===== src/rtl/wcs_pkg.sv =====
`timescale 1ns / 1ps
`default_nettype none
// ----------------------------------------------------------------------------
// wcs_pkg
// Shared types, codes and reset values for the wash cycle sequencer.
// ----------------------------------------------------------------------------
package wcs_pkg;

	// Configuration register indexes and their reset values.
	localparam int CFG_IDX_W = 3;
	localparam logic [CFG_IDX_W-1:0] CFG_DEBOUNCE  = 3'd0;
	localparam logic [CFG_IDX_W-1:0] CFG_WASH_HALF = 3'd1;
	localparam logic [CFG_IDX_W-1:0] CFG_WASH_REPS = 3'd2;
	localparam logic [CFG_IDX_W-1:0] CFG_RINSE     = 3'd3;
	localparam logic [CFG_IDX_W-1:0] CFG_SPIN      = 3'd4;

	localparam logic [15:0] DEBOUNCE_RST  = 16'd80;
	localparam logic [31:0] WASH_HALF_RST = 32'd5000;
	localparam logic [3:0]  WASH_REPS_RST = 4'd5;
	localparam logic [31:0] RINSE_RST     = 32'd20000;
	localparam logic [31:0] SPIN_RST      = 32'd30000;

	// Button lanes, in the order they are polled.
	localparam int NUM_LANES   = 3;
	localparam int LANE_REDUCE = 0;
	localparam int LANE_FLAT   = 1;
	localparam int LANE_START  = 2;

	// Phase codes as they appear on phase_now.
	localparam logic [2:0] PH_IDLE   = 3'd0;
	localparam logic [2:0] PH_WASH   = 3'd1;
	localparam logic [2:0] PH_RINSE  = 3'd2;
	localparam logic [2:0] PH_SPIN   = 3'd3;
	localparam logic [2:0] PH_FINISH = 3'd4;

	// Step codes within a phase.
	localparam logic [1:0] SUB_ENTER = 2'd0;
	localparam logic [1:0] SUB_ONE   = 2'd1;
	localparam logic [1:0] SUB_TWO   = 2'd2;
	localparam logic [1:0] SUB_THREE = 2'd3;

	// LED color codes.
	localparam logic [1:0] LED_OFF   = 2'd0;
	localparam logic [1:0] LED_GREEN = 2'd1;
	localparam logic [1:0] LED_BLUE  = 2'd2;

	// Configuration values handed to the sequencer.
	typedef struct packed {
		logic [31:0] wash_half_ms;
		logic [3:0]  wash_repeats;
		logic [31:0] rinse_step_ms;
		logic [31:0] spin_ms;
	} seq_cfg_t;

	// One result transaction.
	typedef struct packed {
		logic       valve_on;
		logic       start_lit;
		logic       flat_lit;
		logic       reduce_lit;
		logic [1:0] wash_color;
		logic [1:0] rinse_color;
		logic       spin_lit;
		logic [2:0] phase_now;
	} result_t;

endpackage
`default_nettype wire


===== src/rtl/wcs_db_lane.sv =====
`timescale 1ns / 1ps
`default_nettype none
// ----------------------------------------------------------------------------
// wcs_db_lane
// Debounce lane for one active-low button. Flags an accepted press.
// ----------------------------------------------------------------------------
module wcs_db_lane (
	input  wire logic        clk,
	input  wire logic        arst_n,
	input  wire logic        step,
	input  wire logic        level,
	input  wire logic [31:0] now_ms,
	input  wire logic [15:0] debounce_ms,
	output logic             press
);

	logic        level_q;
	logic [31:0] last_q;
	logic [31:0] elapsed;
	logic        change;

	// A level change counts only once the debounce window has passed.
	always_comb begin
		elapsed = now_ms - last_q;
		change  = (level != level_q) && (elapsed > {16'd0, debounce_ms});
		press   = change && !level;
	end

	// Accepted level and time of the last accepted change.
	always_ff @(posedge clk or negedge arst_n) begin
		if (!arst_n) begin
			level_q <= 1'b1;
			last_q  <= '0;
		end else if (step && change) begin
			level_q <= level;
			last_q  <= now_ms;
		end
	end

endmodule
`default_nettype wire


===== src/rtl/wcs_seq.sv =====
`timescale 1ns / 1ps
`default_nettype none
// ----------------------------------------------------------------------------
// wcs_seq
// Merges the lane presses into the flags and advances the cycle one step.
// ----------------------------------------------------------------------------
module wcs_seq (
	input  wire logic                              clk,
	input  wire logic                              arst_n,
	input  wire logic                              step,
	input  wire logic [31:0]                       now_ms,
	input  wire logic [wcs_pkg::NUM_LANES-1:0]     press,
	input  wire wcs_pkg::seq_cfg_t                 cfg,
	output wcs_pkg::result_t                       res
);

	logic        start_q, flat_q, reduce_q, run_q, valve_q, spin_q;
	logic [2:0]  phase_q;
	logic [1:0]  sub_q, wash_led_q, rinse_led_q;
	logic [3:0]  cnt_q;
	logic [31:0] sst_q;

	logic        n_start, n_flat, n_reduce, n_run, n_valve, n_spin;
	logic [2:0]  n_phase;
	logic [1:0]  n_sub, n_wash_led, n_rinse_led;
	logic [3:0]  n_cnt, cnt_inc;
	logic [31:0] n_sst, elapsed, dur;
	logic        expired;

	// Step timer: one compare against the duration of the current phase.
	always_comb begin
		elapsed = now_ms - sst_q;
		case (phase_q)
			wcs_pkg::PH_WASH:  dur = cfg.wash_half_ms;
			wcs_pkg::PH_RINSE: dur = cfg.rinse_step_ms;
			default:           dur = cfg.spin_ms;
		endcase
		expired = elapsed >= dur;
		cnt_inc = cnt_q + 4'd1;
	end

	// Next state of the whole poll.
	always_comb begin
		n_start     = start_q;
		n_flat      = flat_q;
		n_reduce    = reduce_q;
		n_run       = run_q;
		n_valve     = valve_q;
		n_spin      = spin_q;
		n_phase     = phase_q;
		n_sub       = sub_q;
		n_wash_led  = wash_led_q;
		n_rinse_led = rinse_led_q;
		n_cnt       = cnt_q;
		n_sst       = sst_q;

		if (press[wcs_pkg::LANE_REDUCE]) begin
			n_reduce = ~reduce_q;
		end
		if (press[wcs_pkg::LANE_FLAT]) begin
			n_flat = ~flat_q;
		end

		// Start press arms or cancels; cancelling clears the cycle.
		if (press[wcs_pkg::LANE_START]) begin
			if (!run_q) begin
				n_start = ~start_q;
			end else begin
				n_start = 1'b0;
			end
			if (run_q || start_q) begin
				n_run       = 1'b0;
				n_phase     = wcs_pkg::PH_IDLE;
				n_sub       = wcs_pkg::SUB_ENTER;
				n_cnt       = '0;
				n_wash_led  = wcs_pkg::LED_OFF;
				n_rinse_led = wcs_pkg::LED_OFF;
				n_spin      = 1'b0;
				n_valve     = 1'b0;
			end
		end

		// Arm a new cycle.
		if (n_start && !n_run) begin
			n_run   = 1'b1;
			n_sst   = now_ms;
			n_phase = wcs_pkg::PH_WASH;
			n_sub   = wcs_pkg::SUB_ENTER;
			n_cnt   = '0;
		end

		// Advance the sequencer once.
		if (n_run) begin
			unique case (n_phase)
				wcs_pkg::PH_WASH: begin
					unique case (n_sub)
						wcs_pkg::SUB_ENTER: begin
							n_wash_led = wcs_pkg::LED_GREEN;
							n_sub      = wcs_pkg::SUB_ONE;
							n_sst      = now_ms;
						end
						wcs_pkg::SUB_ONE: begin
							n_wash_led = wcs_pkg::LED_BLUE;
							n_valve    = 1'b1;
							if (expired) begin
								n_sub = wcs_pkg::SUB_TWO;
								n_sst = now_ms;
							end
						end
						wcs_pkg::SUB_TWO: begin
							n_wash_led = wcs_pkg::LED_GREEN;
							n_valve    = 1'b0;
							if (expired) begin
								n_cnt = cnt_inc;
								if (cnt_inc < cfg.wash_repeats) begin
									n_sub = wcs_pkg::SUB_ONE;
								end else begin
									n_wash_led = wcs_pkg::LED_OFF;
									n_phase    = wcs_pkg::PH_RINSE;
									n_sub      = wcs_pkg::SUB_ENTER;
								end
								n_sst = now_ms;
							end
						end
						default: begin
						end
					endcase
				end
				wcs_pkg::PH_RINSE: begin
					unique case (n_sub)
						wcs_pkg::SUB_ENTER: begin
							n_rinse_led = wcs_pkg::LED_GREEN;
							n_valve     = 1'b0;
							n_sst       = now_ms;
							n_sub       = wcs_pkg::SUB_ONE;
						end
						wcs_pkg::SUB_ONE: begin
							if (expired) begin
								n_rinse_led = wcs_pkg::LED_BLUE;
								n_valve     = 1'b1;
								n_sst       = now_ms;
								n_sub       = wcs_pkg::SUB_TWO;
							end
						end
						wcs_pkg::SUB_TWO: begin
							if (expired) begin
								n_rinse_led = wcs_pkg::LED_GREEN;
								n_valve     = 1'b0;
								n_sst       = now_ms;
								n_sub       = wcs_pkg::SUB_THREE;
							end
						end
						default: begin
							// Hold here while flat is set.
							if (!n_flat && expired) begin
								n_rinse_led = wcs_pkg::LED_OFF;
								n_phase     = wcs_pkg::PH_SPIN;
								n_sub       = wcs_pkg::SUB_ENTER;
								n_sst       = now_ms;
							end
						end
					endcase
				end
				wcs_pkg::PH_SPIN: begin
					unique case (n_sub)
						wcs_pkg::SUB_ENTER: begin
							n_spin = 1'b1;
							n_sst  = now_ms;
							n_sub  = wcs_pkg::SUB_ONE;
						end
						wcs_pkg::SUB_ONE: begin
							if (expired) begin
								n_spin  = 1'b0;
								n_phase = wcs_pkg::PH_FINISH;
								n_sub   = wcs_pkg::SUB_ENTER;
								n_sst   = now_ms;
							end
						end
						default: begin
						end
					endcase
				end
				wcs_pkg::PH_FINISH: begin
					n_start     = 1'b0;
					n_run       = 1'b0;
					n_phase     = wcs_pkg::PH_IDLE;
					n_sub       = wcs_pkg::SUB_ENTER;
					n_cnt       = '0;
					n_wash_led  = wcs_pkg::LED_OFF;
					n_rinse_led = wcs_pkg::LED_OFF;
					n_spin      = 1'b0;
					n_valve     = 1'b0;
				end
				default: begin
				end
			endcase
		end
	end

	// The result shows the state after this poll.
	always_comb begin
		res.valve_on    = n_valve;
		res.start_lit   = n_start;
		res.flat_lit    = n_flat;
		res.reduce_lit  = n_reduce;
		res.wash_color  = n_wash_led;
		res.rinse_color = n_rinse_led;
		res.spin_lit    = n_spin;
		res.phase_now   = n_phase;
	end

	// Sequencer state.
	always_ff @(posedge clk or negedge arst_n) begin
		if (!arst_n) begin
			start_q     <= 1'b0;
			flat_q      <= 1'b0;
			reduce_q    <= 1'b0;
			run_q       <= 1'b0;
			valve_q     <= 1'b0;
			spin_q      <= 1'b0;
			phase_q     <= wcs_pkg::PH_IDLE;
			sub_q       <= wcs_pkg::SUB_ENTER;
			wash_led_q  <= wcs_pkg::LED_OFF;
			rinse_led_q <= wcs_pkg::LED_OFF;
			cnt_q       <= '0;
			sst_q       <= '0;
		end else if (step) begin
			start_q     <= n_start;
			flat_q      <= n_flat;
			reduce_q    <= n_reduce;
			run_q       <= n_run;
			valve_q     <= n_valve;
			spin_q      <= n_spin;
			phase_q     <= n_phase;
			sub_q       <= n_sub;
			wash_led_q  <= n_wash_led;
			rinse_led_q <= n_rinse_led;
			cnt_q       <= n_cnt;
			sst_q       <= n_sst;
		end
	end

endmodule
`default_nettype wire


===== src/rtl/wash_cycle_sequencer.sv =====
`timescale 1ns / 1ps
`default_nettype none
// ----------------------------------------------------------------------------
// wash_cycle_sequencer
// Debounces three buttons and steps a wash, rinse and spin cycle per poll.
// ----------------------------------------------------------------------------
// Each input transaction is one poll and yields exactly one result
// transaction, registered into the output register, or into the skid entry
// while the output register holds an untaken result. A poll is taken every
// clock: the three debounce lanes compare their elapsed times side by side
// and the sequencer does a single step-timer compare in that same cycle, so the loop
// through the sequencer state closes combinationally. A two-entry output
// buffer lets polls keep coming while a result waits; the input stalls only
// when both entries are full. Configuration writes are always ready and take
// effect at once; writes to unknown indexes are dropped.
module wash_cycle_sequencer (
	input  wire logic                           clk,
	input  wire logic                           arst_n,
	// Configuration write channel.
	input  wire logic                           cfg_valid,
	output logic                                cfg_ready,
	input  wire logic [wcs_pkg::CFG_IDX_W-1:0]  cfg_index,
	input  wire logic [31:0]                    cfg_data,
	// Poll channel.
	input  wire logic                           in_valid,
	output logic                                in_stall,
	input  wire logic [31:0]                    now_ms,
	input  wire logic                           reduce_button,
	input  wire logic                           flat_button,
	input  wire logic                           start_button,
	// Result channel.
	output logic                                out_valid,
	input  wire logic                           out_stall,
	output logic                                valve_on,
	output logic                                start_lit,
	output logic                                flat_lit,
	output logic                                reduce_lit,
	output logic [1:0]                          wash_color,
	output logic [1:0]                          rinse_color,
	output logic                                spin_lit,
	output logic [2:0]                          phase_now
);

	logic [15:0]                    debounce_q;
	wcs_pkg::seq_cfg_t              cfg_q;
	logic                           step;
	logic [wcs_pkg::NUM_LANES-1:0]  levels;
	logic [wcs_pkg::NUM_LANES-1:0]  press;
	wcs_pkg::result_t               res;
	wcs_pkg::result_t               out_q, skid_q;
	logic                           out_valid_q, skid_valid_q, take;

	assign cfg_ready = 1'b1;
	assign step      = in_valid && !in_stall;
	assign in_stall  = skid_valid_q;
	assign take      = out_valid_q && !out_stall;

	// Configuration registers.
	always_ff @(posedge clk or negedge arst_n) begin
		if (!arst_n) begin
			debounce_q          <= wcs_pkg::DEBOUNCE_RST;
			cfg_q.wash_half_ms  <= wcs_pkg::WASH_HALF_RST;
			cfg_q.wash_repeats  <= wcs_pkg::WASH_REPS_RST;
			cfg_q.rinse_step_ms <= wcs_pkg::RINSE_RST;
			cfg_q.spin_ms       <= wcs_pkg::SPIN_RST;
		end else if (cfg_valid && cfg_ready) begin
			unique case (cfg_index)
				wcs_pkg::CFG_DEBOUNCE:  debounce_q          <= cfg_data[15:0];
				wcs_pkg::CFG_WASH_HALF: cfg_q.wash_half_ms  <= cfg_data;
				wcs_pkg::CFG_WASH_REPS: cfg_q.wash_repeats  <= cfg_data[3:0];
				wcs_pkg::CFG_RINSE:     cfg_q.rinse_step_ms <= cfg_data;
				wcs_pkg::CFG_SPIN:      cfg_q.spin_ms       <= cfg_data;
				default: begin
				end
			endcase
		end
	end

	// One debounce lane per button.
	always_comb begin
		levels[wcs_pkg::LANE_REDUCE] = reduce_button;
		levels[wcs_pkg::LANE_FLAT]   = flat_button;
		levels[wcs_pkg::LANE_START]  = start_button;
	end

	for (genvar g = 0; g < wcs_pkg::NUM_LANES; g++) begin : g_lane
		wcs_db_lane u_lane (
			.clk         (clk),
			.arst_n      (arst_n),
			.step        (step),
			.level       (levels[g]),
			.now_ms      (now_ms),
			.debounce_ms (debounce_q),
			.press       (press[g])
		);
	end

	// Merge the lanes and step the cycle.
	wcs_seq u_seq (
		.clk    (clk),
		.arst_n (arst_n),
		.step   (step),
		.now_ms (now_ms),
		.press  (press),
		.cfg    (cfg_q),
		.res    (res)
	);

	// Two-entry output buffer: output register plus skid entry.
	always_ff @(posedge clk or negedge arst_n) begin
		if (!arst_n) begin
			out_valid_q  <= 1'b0;
			skid_valid_q <= 1'b0;
		end else if (skid_valid_q) begin
			if (take) begin
				skid_valid_q <= 1'b0;
			end
		end else if (step) begin
			if (out_valid_q && !take) begin
				skid_valid_q <= 1'b1;
			end else begin
				out_valid_q <= 1'b1;
			end
		end else if (take) begin
			out_valid_q <= 1'b0;
		end
	end

	// Result payload moves with the buffer control.
	always_ff @(posedge clk) begin
		if (skid_valid_q) begin
			if (take) begin
				out_q <= skid_q;
			end
		end else if (step) begin
			if (out_valid_q && !take) begin
				skid_q <= res;
			end else begin
				out_q <= res;
			end
		end
	end

	assign out_valid   = out_valid_q;
	assign valve_on    = out_q.valve_on;
	assign start_lit   = out_q.start_lit;
	assign flat_lit    = out_q.flat_lit;
	assign reduce_lit  = out_q.reduce_lit;
	assign wash_color  = out_q.wash_color;
	assign rinse_color = out_q.rinse_color;
	assign spin_lit    = out_q.spin_lit;
	assign phase_now   = out_q.phase_now;

endmodule
`default_nettype wire

===== config.mk =====
export PLATFORM = sky130hd
export DESIGN_NAME = wash_cycle_sequencer
export DESIGN_NICKNAME = d
export VERILOG_FILES = /design/src/rtl/wcs_pkg.sv /design/src/rtl/wcs_db_lane.sv /design/src/rtl/wcs_seq.sv /design/src/rtl/wash_cycle_sequencer.sv
export SDC_FILE = /design/constraint.sdc
export NUM_CORES = 1
export LEC_CHECK = 0
export ABC_AREA = 1
export BUFFER_PORTS_ARGS = -buffer_cell sky130_fd_sc_hd__buf_2
export CORE_MARGIN = 2
export CORE_UTILIZATION = 45
export DETAILED_ROUTE_END_ITERATION = 7
export PLACE_DENSITY = 0.72
export SLEW_MARGIN = 15
export SYNTH_ARGS = -nofsm -noshare
export SYNTH_HDL_FRONTEND = slang
export SYNTH_SLANG_ARGS = --single-unit

===== constraint.sdc =====
create_clock -name clk -period 11.36 [get_ports clk]
set_clock_uncertainty 0.2 [all_clocks]
set_input_delay 0.568 -clock clk [delete_from_list [all_inputs] [get_ports clk]]
set_output_delay 0.568 -clock clk [all_outputs]
set_load 0.005 [all_outputs]

==> results of run 1 <==
-- cells in the final DEF, fill, tap and decap left out, types with 8 or more instances in the layout --
| master | instances |
|---|---|
| sky130_fd_sc_hd__nand3_1 | 289 |
| sky130_fd_sc_hd__o211ai_1 | 12 |
| sky130_fd_sc_hd__buf_4 | 26 |
| sky130_fd_sc_hd__nand2_1 | 1335 |
| sky130_fd_sc_hd__o22ai_1 | 32 |
| sky130_fd_sc_hd__a21oi_1 | 287 |
| sky130_fd_sc_hd__o21ai_1 | 18 |
| sky130_fd_sc_hd__dfrtp_1 | 244 |
| sky130_fd_sc_hd__o221ai_1 | 8 |
| sky130_fd_sc_hd__clkbuf_1 | 9 |
| sky130_fd_sc_hd__nor2_1 | 178 |
| sky130_fd_sc_hd__o21ai_0 | 334 |
| sky130_fd_sc_hd__clkbuf_16 | 36 |
| sky130_fd_sc_hd__o21bai_1 | 11 |
| sky130_fd_sc_hd__a31oi_1 | 36 |
| sky130_fd_sc_hd__ha_1 | 211 |
| sky130_fd_sc_hd__dfstp_2 | 24 |
| sky130_fd_sc_hd__buf_2 | 87 |
| sky130_fd_sc_hd__nand2_2 | 9 |
| sky130_fd_sc_hd__nand3b_1 | 8 |
| sky130_fd_sc_hd__nor2_2 | 8 |
| sky130_fd_sc_hd__xnor2_1 | 29 |
| sky130_fd_sc_hd__nor3_1 | 15 |
| sky130_fd_sc_hd__inv_1 | 620 |
| sky130_fd_sc_hd__a21o_1 | 11 |
| sky130_fd_sc_hd__nand4_1 | 36 |
| sky130_fd_sc_hd__edfxtp_1 | 24 |
| sky130_fd_sc_hd__xor2_1 | 60 |
-- final cells by class --
cell class / count / area [um^2]
Tap cell: 765 / 957
Clock inverter: 17 / 249
Sequential cell: 292 / 7460
Timing Repair Buffer: 115 / 656
Inverter: 630 / 2360
Multi-Input combinational cell: 3005 / 15700
Clock buffer: 48 / 976
Fill cell: 5869 / 29200
-- state kept, by name, indices dropped and copies added, names as in the netlist, 2 cells and up --
name,flops
phase_now,3
g_lane.u_lane.level_q,3
u_seq.sub_q,2
cfg_q,100
g_lane.u_lane.last_q,96
u_seq.cnt_q,4
u_seq.sst_q,32
wash_color,2
u_seq.rinse_led_q,2
skid_q,12
u_seq.phase_q,3
rinse_color,2
debounce_q,16
u_seq.wash_led_q,2
-- report_power, final --
part	switching [mW]	total, mW	leakage (nW)	internal [mW]
Sequential	0.231	1.68	3.54	1.45
Clock	0.497	1.22	0.591	0.725
Combinational	4.36	6.47	10.9	2.12
Total	5.09	9.37	15.1	4.29
-- path summary, 6_finish.rpt --
check,from,to,slack [ps],cells after the start
min in group asynchronous,arst_n,cfg_q[31]$_DFFE_PN0P_,350,2
hold / removal,flat_button,g_lane[1].u_lane.level_q$_DFFE_PN1P_,60,3
setup reg to reg,u_seq.sst_q[0]$_DFFE_PN0P_,u_seq.sub_q[1]$_DFFE_PN0P_,3810,37
setup / recovery,now_ms[0],u_seq.sub_q[1]$_DFFE_PN0P_,3780,39
max in group asynchronous,arst_n,g_lane[0].u_lane.last_q[28]$_DFFE_PN0P_,9210,3
hold reg to reg,g_lane[1].u_lane.last_q[21]$_DFFE_PN0P_,g_lane[1].u_lane.last_q[21]$_DFFE_PN0P_,280,2
-- cell families (layout without fill, tap and decap cells) --
kind of cell    count (synthesis)  in the layout
compound gates                785            785
simple gates                 1912           1912
flops                         292            292
fa+ha+maj                     218            218
xor+xnor                       89             89
buf+inv                       772            810
other cells                     1              1
-- worst min-delay path, cell delays in order --
cell                      delay (ps)
sky130_fd_sc_hd__buf_2           100
sky130_fd_sc_hd__inv_1            50
sky130_fd_sc_hd__o21ai_0          80
-- metal layers --
layer | vias to the layer above | part of all wire, %
met1 | 12200 | 45
met4 | 2 | 3.0
met2 | 1293 | 42
met3 | 164 | 10
li1 | 13100 | -
met5 | - | 0.019
-- metrics by stage --
step                      util (%)  area, um^2  instances  setup slack (ps)
after floorplan                  -       26100       4069              5480
after global placement        47.1       27100       4806              3620
after detailed placement      47.1       27100       4806              3410
after CTS                     49.2       28300       4872              3990
after global routing          49.2       28400       4872              3180
final                         49.2       28400       4872              3780
-- what timing repair did --
| item | 4_1_cts | 5_1_grt |
|---|---|---|
| hold endpoints to repair | 56 | 0 |
| setup endpoints to repair | 0 | 0 |
| hold buffers | 1 | 0 |
==> impl_summary.md, run 1 <==
Run status
The run finished with clean final reports.

CTS
In this run the post-CTS setup repair buffer count came out at 0. The number of clock sinks is 292. The clock tree synthesis step divided the H-tree into 2 levels. The number of buffers created by CTS is 36. The clock tree from TritonCTS is done. The longest clock path from root to sink contains 3 buffers. In this run, post-CTS repair resized a total of 0 instances. The clock transition at the registers of the reported paths is 60 ps. Clock tree synthesis selected as its root buffer the cell sky130_fd_sc_hd__clkbuf_16. At the later pin of the worst-skew pair, clock insertion delay measures 570 ps.

Cells and area
Cells with a size suffix above 1 make up 6.11% of the layout. Compared with the post-synthesis result, the final layout area differs by 8.55%. For this run, the post-layout net count is 4373. The count of inserted antenna diode cells is 0.

Power
IR analysis of the VDD net gives a maximum drop of 243 uV. The overall power consumption is 9.37 mW. The static leakage is 15.1 nW.

The power density over the cells is 331 nW/um^2.

Global routing
The global routing stage identified its most utilized layer as met2. The total overflow left after global routing is 0. The initial antenna violation count is 1. For this run, global-route usage on met2 was measured as 42.6%.

The first global-routing pass estimated 134000 um of wire. The maximum number of pins on one net before global-route repair is 77. For this run, global-route usage on met3 was measured as 5.63%.

In the global route stage, met1 resource usage came out at 40.4%. The via count of the first global-routing pass is 24300. Global routing consumed, over all layers together, 28.2% of the routing resources.

Drt
The number of optimization iterations in the first detailed-route pass is 6. The first routing iteration left 3447 violations. After detailed routing, the average wire length per cell comes to 17.4 um. The number of nets with antenna violations after routing is 0. In the routed design, unresolved DRC markers number 0. The final route contains 26800 vias. Wires add up to 84700 um. The number of vias per cell is 5.51.

Critical path
The largest incremental delay on the critical path is 600 ps. Data on the critical path arrives at its endpoint at 7860 ps. The worst setup path is of the in2reg kind. The worst setup path is launched from a primary input. The most numerous cell type found on the critical path is sky130_fd_sc_hd__nand2_1. The required time at the endpoint of the critical path is 11640 ps.

The number of buffers and inverters on the critical path is 7. Among cell families on the critical path, the largest total delay comes from compound AO/OA/AOI/OAI gates. The worst setup path is captured at a flop.

Among all stages on the critical path, the largest delay is contributed by sky130_fd_sc_hd__clkinv_1. The largest fanout on the critical path is 49.

Yosys
The adder and majority cell fraction of the synthesized area is 10.6%. The area share of xor/xnor cells in the synthesized design is 2.98%. Summing the areas of all and, or, nand and nor instances in the mapped netlist gives 30.1% of the synthesized area. Counting flops with a built-in enable in the synthesized netlist gives 24.

Synthesis produced a netlist with a net count of 4362. Synthesis produced 4069 cells. Counting flops with an async set or reset pin after synthesis yields a share of 91.8%. In this run the mean area of a mapped cell was 6.42 um^2.

The synthesized design devotes to its leading area cell type 23.4% of total area. Multiplexer cells account for 0% of the synthesized area. Summing the areas of all compound-gate instances in the mapped netlist gives 16.2% of the synthesized area. After synthesis, the largest family of logic cells by area is simple AND/OR/NAND/NOR gates.

After synthesis, the cell types taking the most area are sky130_fd_sc_hd__dfrtp_1 (23%), sky130_fd_sc_hd__nand2_1 (19%), sky130_fd_sc_hd__ha_1 (10%), sky130_fd_sc_hd__inv_1 (8.9%), sky130_fd_sc_hd__o21ai_0 (6.4%). The mapped netlist covers 26100 um^2. By count the netlist is led by sky130_fd_sc_hd__nand2_1 (1337), sky130_fd_sc_hd__inv_1 (620), sky130_fd_sc_hd__o21ai_0 (334). The distinct cell type count of the synthesized netlist is 55.

The cell with the most instances after synthesis is sky130_fd_sc_hd__nand2_1. The number of register bits inferred by synthesis is 292. The primary flip-flop cell chosen by synthesis mapping is sky130_fd_sc_hd__dfrtp_1. Sequential elements use 28.5% of the synthesized area. The biggest area contributor in the post-synthesis netlist is sky130_fd_sc_hd__dfrtp_1.

The number of warnings reported in the yosys synthesis log is 0.

Floorplanning
The initial utilization of the core area, before any placement, comes to 45.4%. The floorplan step set the die height to 245 um. The floorplan step set the die width to 245 um.

The number of placement rows is 88. The total area inside the core boundary comes to 57600 um^2. 90 I/O pins were placed.

The die area is 60000 um^2.

STA
The highest achievable clock rate is 132 MHz. Setup repair after global routing left no endpoint under its margin. At the pin with the least slew margin, the transition time is 1090 ps.

The number of pins exceeding their max-slew limit in the final report is 0. The final setup violation count is 0. The portion of the clock cycle consumed by the worst path in the final layout is 66.7%. Across all hold checks on the routed design, the worst slack comes to 57.3 ps. The routed design could run at a clock period as short as 7580 ps.

The final count of hold timing violations is 0. The worst pin sits at a relative slew slack of 27.2%. The setup TNS is 0 ps.

Placed design
Port buffering added 88 buffers. The half-perimeter wire length after detailed placement is 59500 um. Routability-driven placement finished with a final weighted congestion of 1.00.

Min path
The type of the worst min-delay path is in2reg.

Flow run
The max capacitance violation total is 0.
No activity file was read; power rests on OpenSTA's default activity.
==> run 2: changes to the inputs <==
--- a/config.mk
+++ b/config.mk
@@ -10,7 +10,7 @@
 export CORE_MARGIN = 2
 export CORE_UTILIZATION = 45
 export DETAILED_ROUTE_END_ITERATION = 7
-export PLACE_DENSITY = 0.72
+export PLACE_DENSITY = 0.74
 export SLEW_MARGIN = 15
 export SYNTH_ARGS = -nofsm -noshare
 export SYNTH_HDL_FRONTEND = slang
==> constraint.sdc (replaced) <==
create_clock -name clk -period 6.2 [get_ports clk]
set_clock_uncertainty 0.2 [all_clocks]
set_input_delay 0.31 -clock clk [delete_from_list [all_inputs] [get_ports clk]]
set_output_delay 0.31 -clock clk [all_outputs]
set_load 0.005 [all_outputs]
==> run 2 against run 1 <==
- hold slack lost 14 ps
- sequential share of layout area fell by 0.67 points
- cell count is 1.5% higher
- highest routed layer is now met4
- critical endpoint is now u_seq.sst_q[6]$_DFFE_PN0P_
- combinational power grew 87%
- clock-buffer cell count decreased by 1
- register-to-register slack lost 3400 ps
- global-route usage up 0.11 points
- die area unchanged
- total power increased by 85%
- worst setup slack lost 3400 ps
- critical path depth down 4
==> impl_summary.md, run 2 (synthesized netlist as in run 1, its figures left out) <==
Cells and area
The commonest non-fill, non-tap cell in the layout is sky130_fd_sc_hd__nand2_1. The share of post-route cells with drive strength above 1 is 7.04%. The core occupancy in the finished layout is 50.5%. The number of antenna diodes in the final layout is 0. The final layout contains 4445 nets.

The finished layout holds 4943 standard cells, fillers aside. In the layout the commonest cells are sky130_fd_sc_hd__nand2_1 (1335), sky130_fd_sc_hd__inv_1 (620), sky130_fd_sc_hd__o21ai_0 (325), sky130_fd_sc_hd__nand3_1 (289), sky130_fd_sc_hd__a21oi_1 (288). The filler cell count is 5836. The flip-flop count of the largest register, all copies and words added is 100.

After routing the design area is 29100 um^2. cfg_q holds more flip-flops than any other register. Compared with the post-synthesis result, the final layout area differs by 11.4%.

In the final layout, the registers with the most flip-flops are cfg_q (100), g_lane.u_lane.last_q (96), u_seq.sst_q (32).

Placed design
The half-perimeter wire length after detailed placement is 61100 um. The congestion estimate from routability-driven global placement came to 1.00. In this run the tool buffered the top-level ports with 88 buffer cells. Before CTS, the worst setup slack after placement is -176 ps. The number of placed instances, taps included, is 4839. Summing all placed instances gives a cell area of 27400 um^2.

CTS
The CTS H-tree depth is 2. The number of clock sinks is 292. The number of buffers created by CTS is 36. The clock latency reported for the late side of the worst-skew pair is 560 ps. The clock transition at the registers of the reported paths is 60 ps. The library cell used as clock root buffer is sky130_fd_sc_hd__clkbuf_16. The number of setup buffers added after CTS is 0. The clock tree from TritonCTS is done.

The clock tree buffer depth is 3.

Power
Power spread over the standard cell area amounts to 597 nW/um^2. The maximum VDD drop is 678 uV. The clock group share of total power is 12.5%.

The static leakage is 15.4 nW. The combinational group share of total power is 69.7%. The switching part of the total power is 53.4%. The total internal power is 8.08 mW.

Summing internal, switching and leakage power gives 17.4 mW. In this run, flip-flops and latches consume 17.7% of the power. In this run the power spent charging and discharging nets is 9.28 mW.

Critical path
The element type at the critical path start is a primary input. For the worst setup path, the data arrival time is 6050 ps. The largest single stage delay on the critical path is 540 ps. The cell repeated most along the worst path is sky130_fd_sc_hd__nand2_1. The library cell contributing the largest single delay on the critical path is sky130_fd_sc_hd__dlygate4sd3_1. The largest fanout on the critical path is 33. The kind of critical path is in2reg. STA puts the critical path data required time at 6440 ps. The endpoint type of the worst setup path is a flop.

Flow run
The max capacitance violation total is 0.

Run status
The run finished with clean final reports.

STA
The slew at the pin closest to its max-slew limit is 1060 ps. The highest achievable clock rate is 172 MHz. The final count of hold timing violations is 0. Setup violations remaining at the end of the flow were counted as 0. The time the worst path needs with I/O delays and setup is 5810 ps. Measured against its own limit, the worst slew margin works out to 29.3%. The number of pins exceeding their max-slew limit in the final report is 0.

Of the available clock period, the critical path in the final layout requires 93.6%. The final worst slack is 394 ps.

Floorplanning
After floorplanning, the core was sized to cover 57600 um^2. From left edge to right edge, the die measures 245 um. For this configuration, the core starts out at a cell density of 45.4%. The die area is 60000 um^2. Measured along the y axis, the die boundary spans 245 um. The boundary pin count is 90. In this run the core area contains 88 standard-cell rows.

Global routing
The maximum number of pins on one net before global-route repair is 158. Global routing used 28.3% of the available tracks. The first global-routing pass estimated 135000 um of wire. The residual overflow from global routing is 0. The via count of the first global-routing pass came to 24500. The initial antenna violation count came to 0.

Drt
The final routed wire length divided by cell count is 17.4 um. Once detail routing completed, the nets flagged for antenna violations numbered 0. After detailed routing, the number of remaining DRC violations is 0. The total wire length after detailed routing is 85900 um. The violation count after the first detailed-route iteration is 2801. The pre-antenna-repair detailed-routing pass consisted of 6 iterations.

The total via count in the routed design is 26900. Dividing the detail-routed via count by the number of cells gives 5.45.

Min path
The type of the worst min-delay path is in2reg.
==> run 2: changes by cell type in the layout (fill, tap and decap cells not counted), sizes merged <==
| cell | previous run | this run |
|---|---|---|
| buf | 114 | 146 |
| inv | 629 | 628 |
| clkinv | 11 | 12 |
| bufinv | 5 | 4 |
| dlygate4sd3 | 1 | 40 |
| clkinvlp | 2 | 3 |
==> run 2: worst max-delay path: cells and delay by family <==
| family | cells | cell delay [ps] |
|---|---|---|
| XOR/XNOR | 1 | 170 |
| adder cells (fa/ha/maj) | 3 | 1010 |
| buffers and inverters | 6 | 1530 |
| AND/OR/NAND/NOR | 21 | 2300 |
| AO/OA/AOI/OAI | 4 | 690 |
==> run 2: final cells by class <==
class	instances	area [um^2]	share of cell area (%)
clock buffers	47	993	3.41
repair buffers	187	1380	4.76
flip-flops and latches	292	7460	25.6
clock inverters	17	200	0.688
multi-input cells	3005	15700	54.1
inverters	630	2360	8.13
well taps	765	957	3.29
==> run 2: what timing repair did <==
action                                  in CTS  in global routing
hold buffers                                40                  0
endpoints found under the setup margin       7                 62
pin swaps                                    0                  1
resized for setup                            2                 25
hold endpoints to repair                   231                  0
==> run 2: power by group through the flow <==
stage	sequential (mW)	clock, mW	combinational [mW]
6_report	3.08	2.17	12.1
5_1_grt	3.15	2.29	13.6
4_1_cts	3.07	2.21	11.8
3_5_place_dp	3.09	0	11.7
3_3_place_gp	3.07	0	11.5
2_1_floorplan	2.95	0	8.78
==> run 2: path summary, 6_finish.rpt <==
| check | cells after the start | startpoint | to | slack (ps) |
|---|---|---|---|---|
| max | 35 | now_ms[9] | u_seq.sst_q[6]$_DFFE_PN0P_ | 390 |
| min in group asynchronous | 2 | arst_n | cfg_q[99]$_DFFE_PN0P_ | 180 |
| max in group asynchronous | 3 | arst_n | g_lane[0].u_lane.last_q[19]$_DFFE_PN0P_ | 4180 |
| min | 3 | now_ms[10] | g_lane[0].u_lane.last_q[10]$_DFFE_PN0P_ | 40 |
| min reg2reg | 2 | g_lane[2].u_lane.last_q[20]$_DFFE_PN0P_ | g_lane[2].u_lane.last_q[20]$_DFFE_PN0P_ | 280 |
| max reg2reg | 35 | g_lane[2].u_lane.last_q[0]$_DFFE_PN0P_ | u_seq.sst_q[6]$_DFFE_PN0P_ | 430 |
==> run 2: stage by stage <==
step	hold WS, ps	TNS [ps]
final	42.9	0
after global routing	27.8	-46.7
after CTS	5.22	0
after detailed placement	257	-3350
after global placement	252	0
after floorplan	-186	0
==> run 2: per-layer routing <==
metal  share of wire (%)  track usage, %
met1                  43            39.2
met2                  43            43.3
met3                 9.6            5.16
met4                 4.4            11.9
met5                   0               0
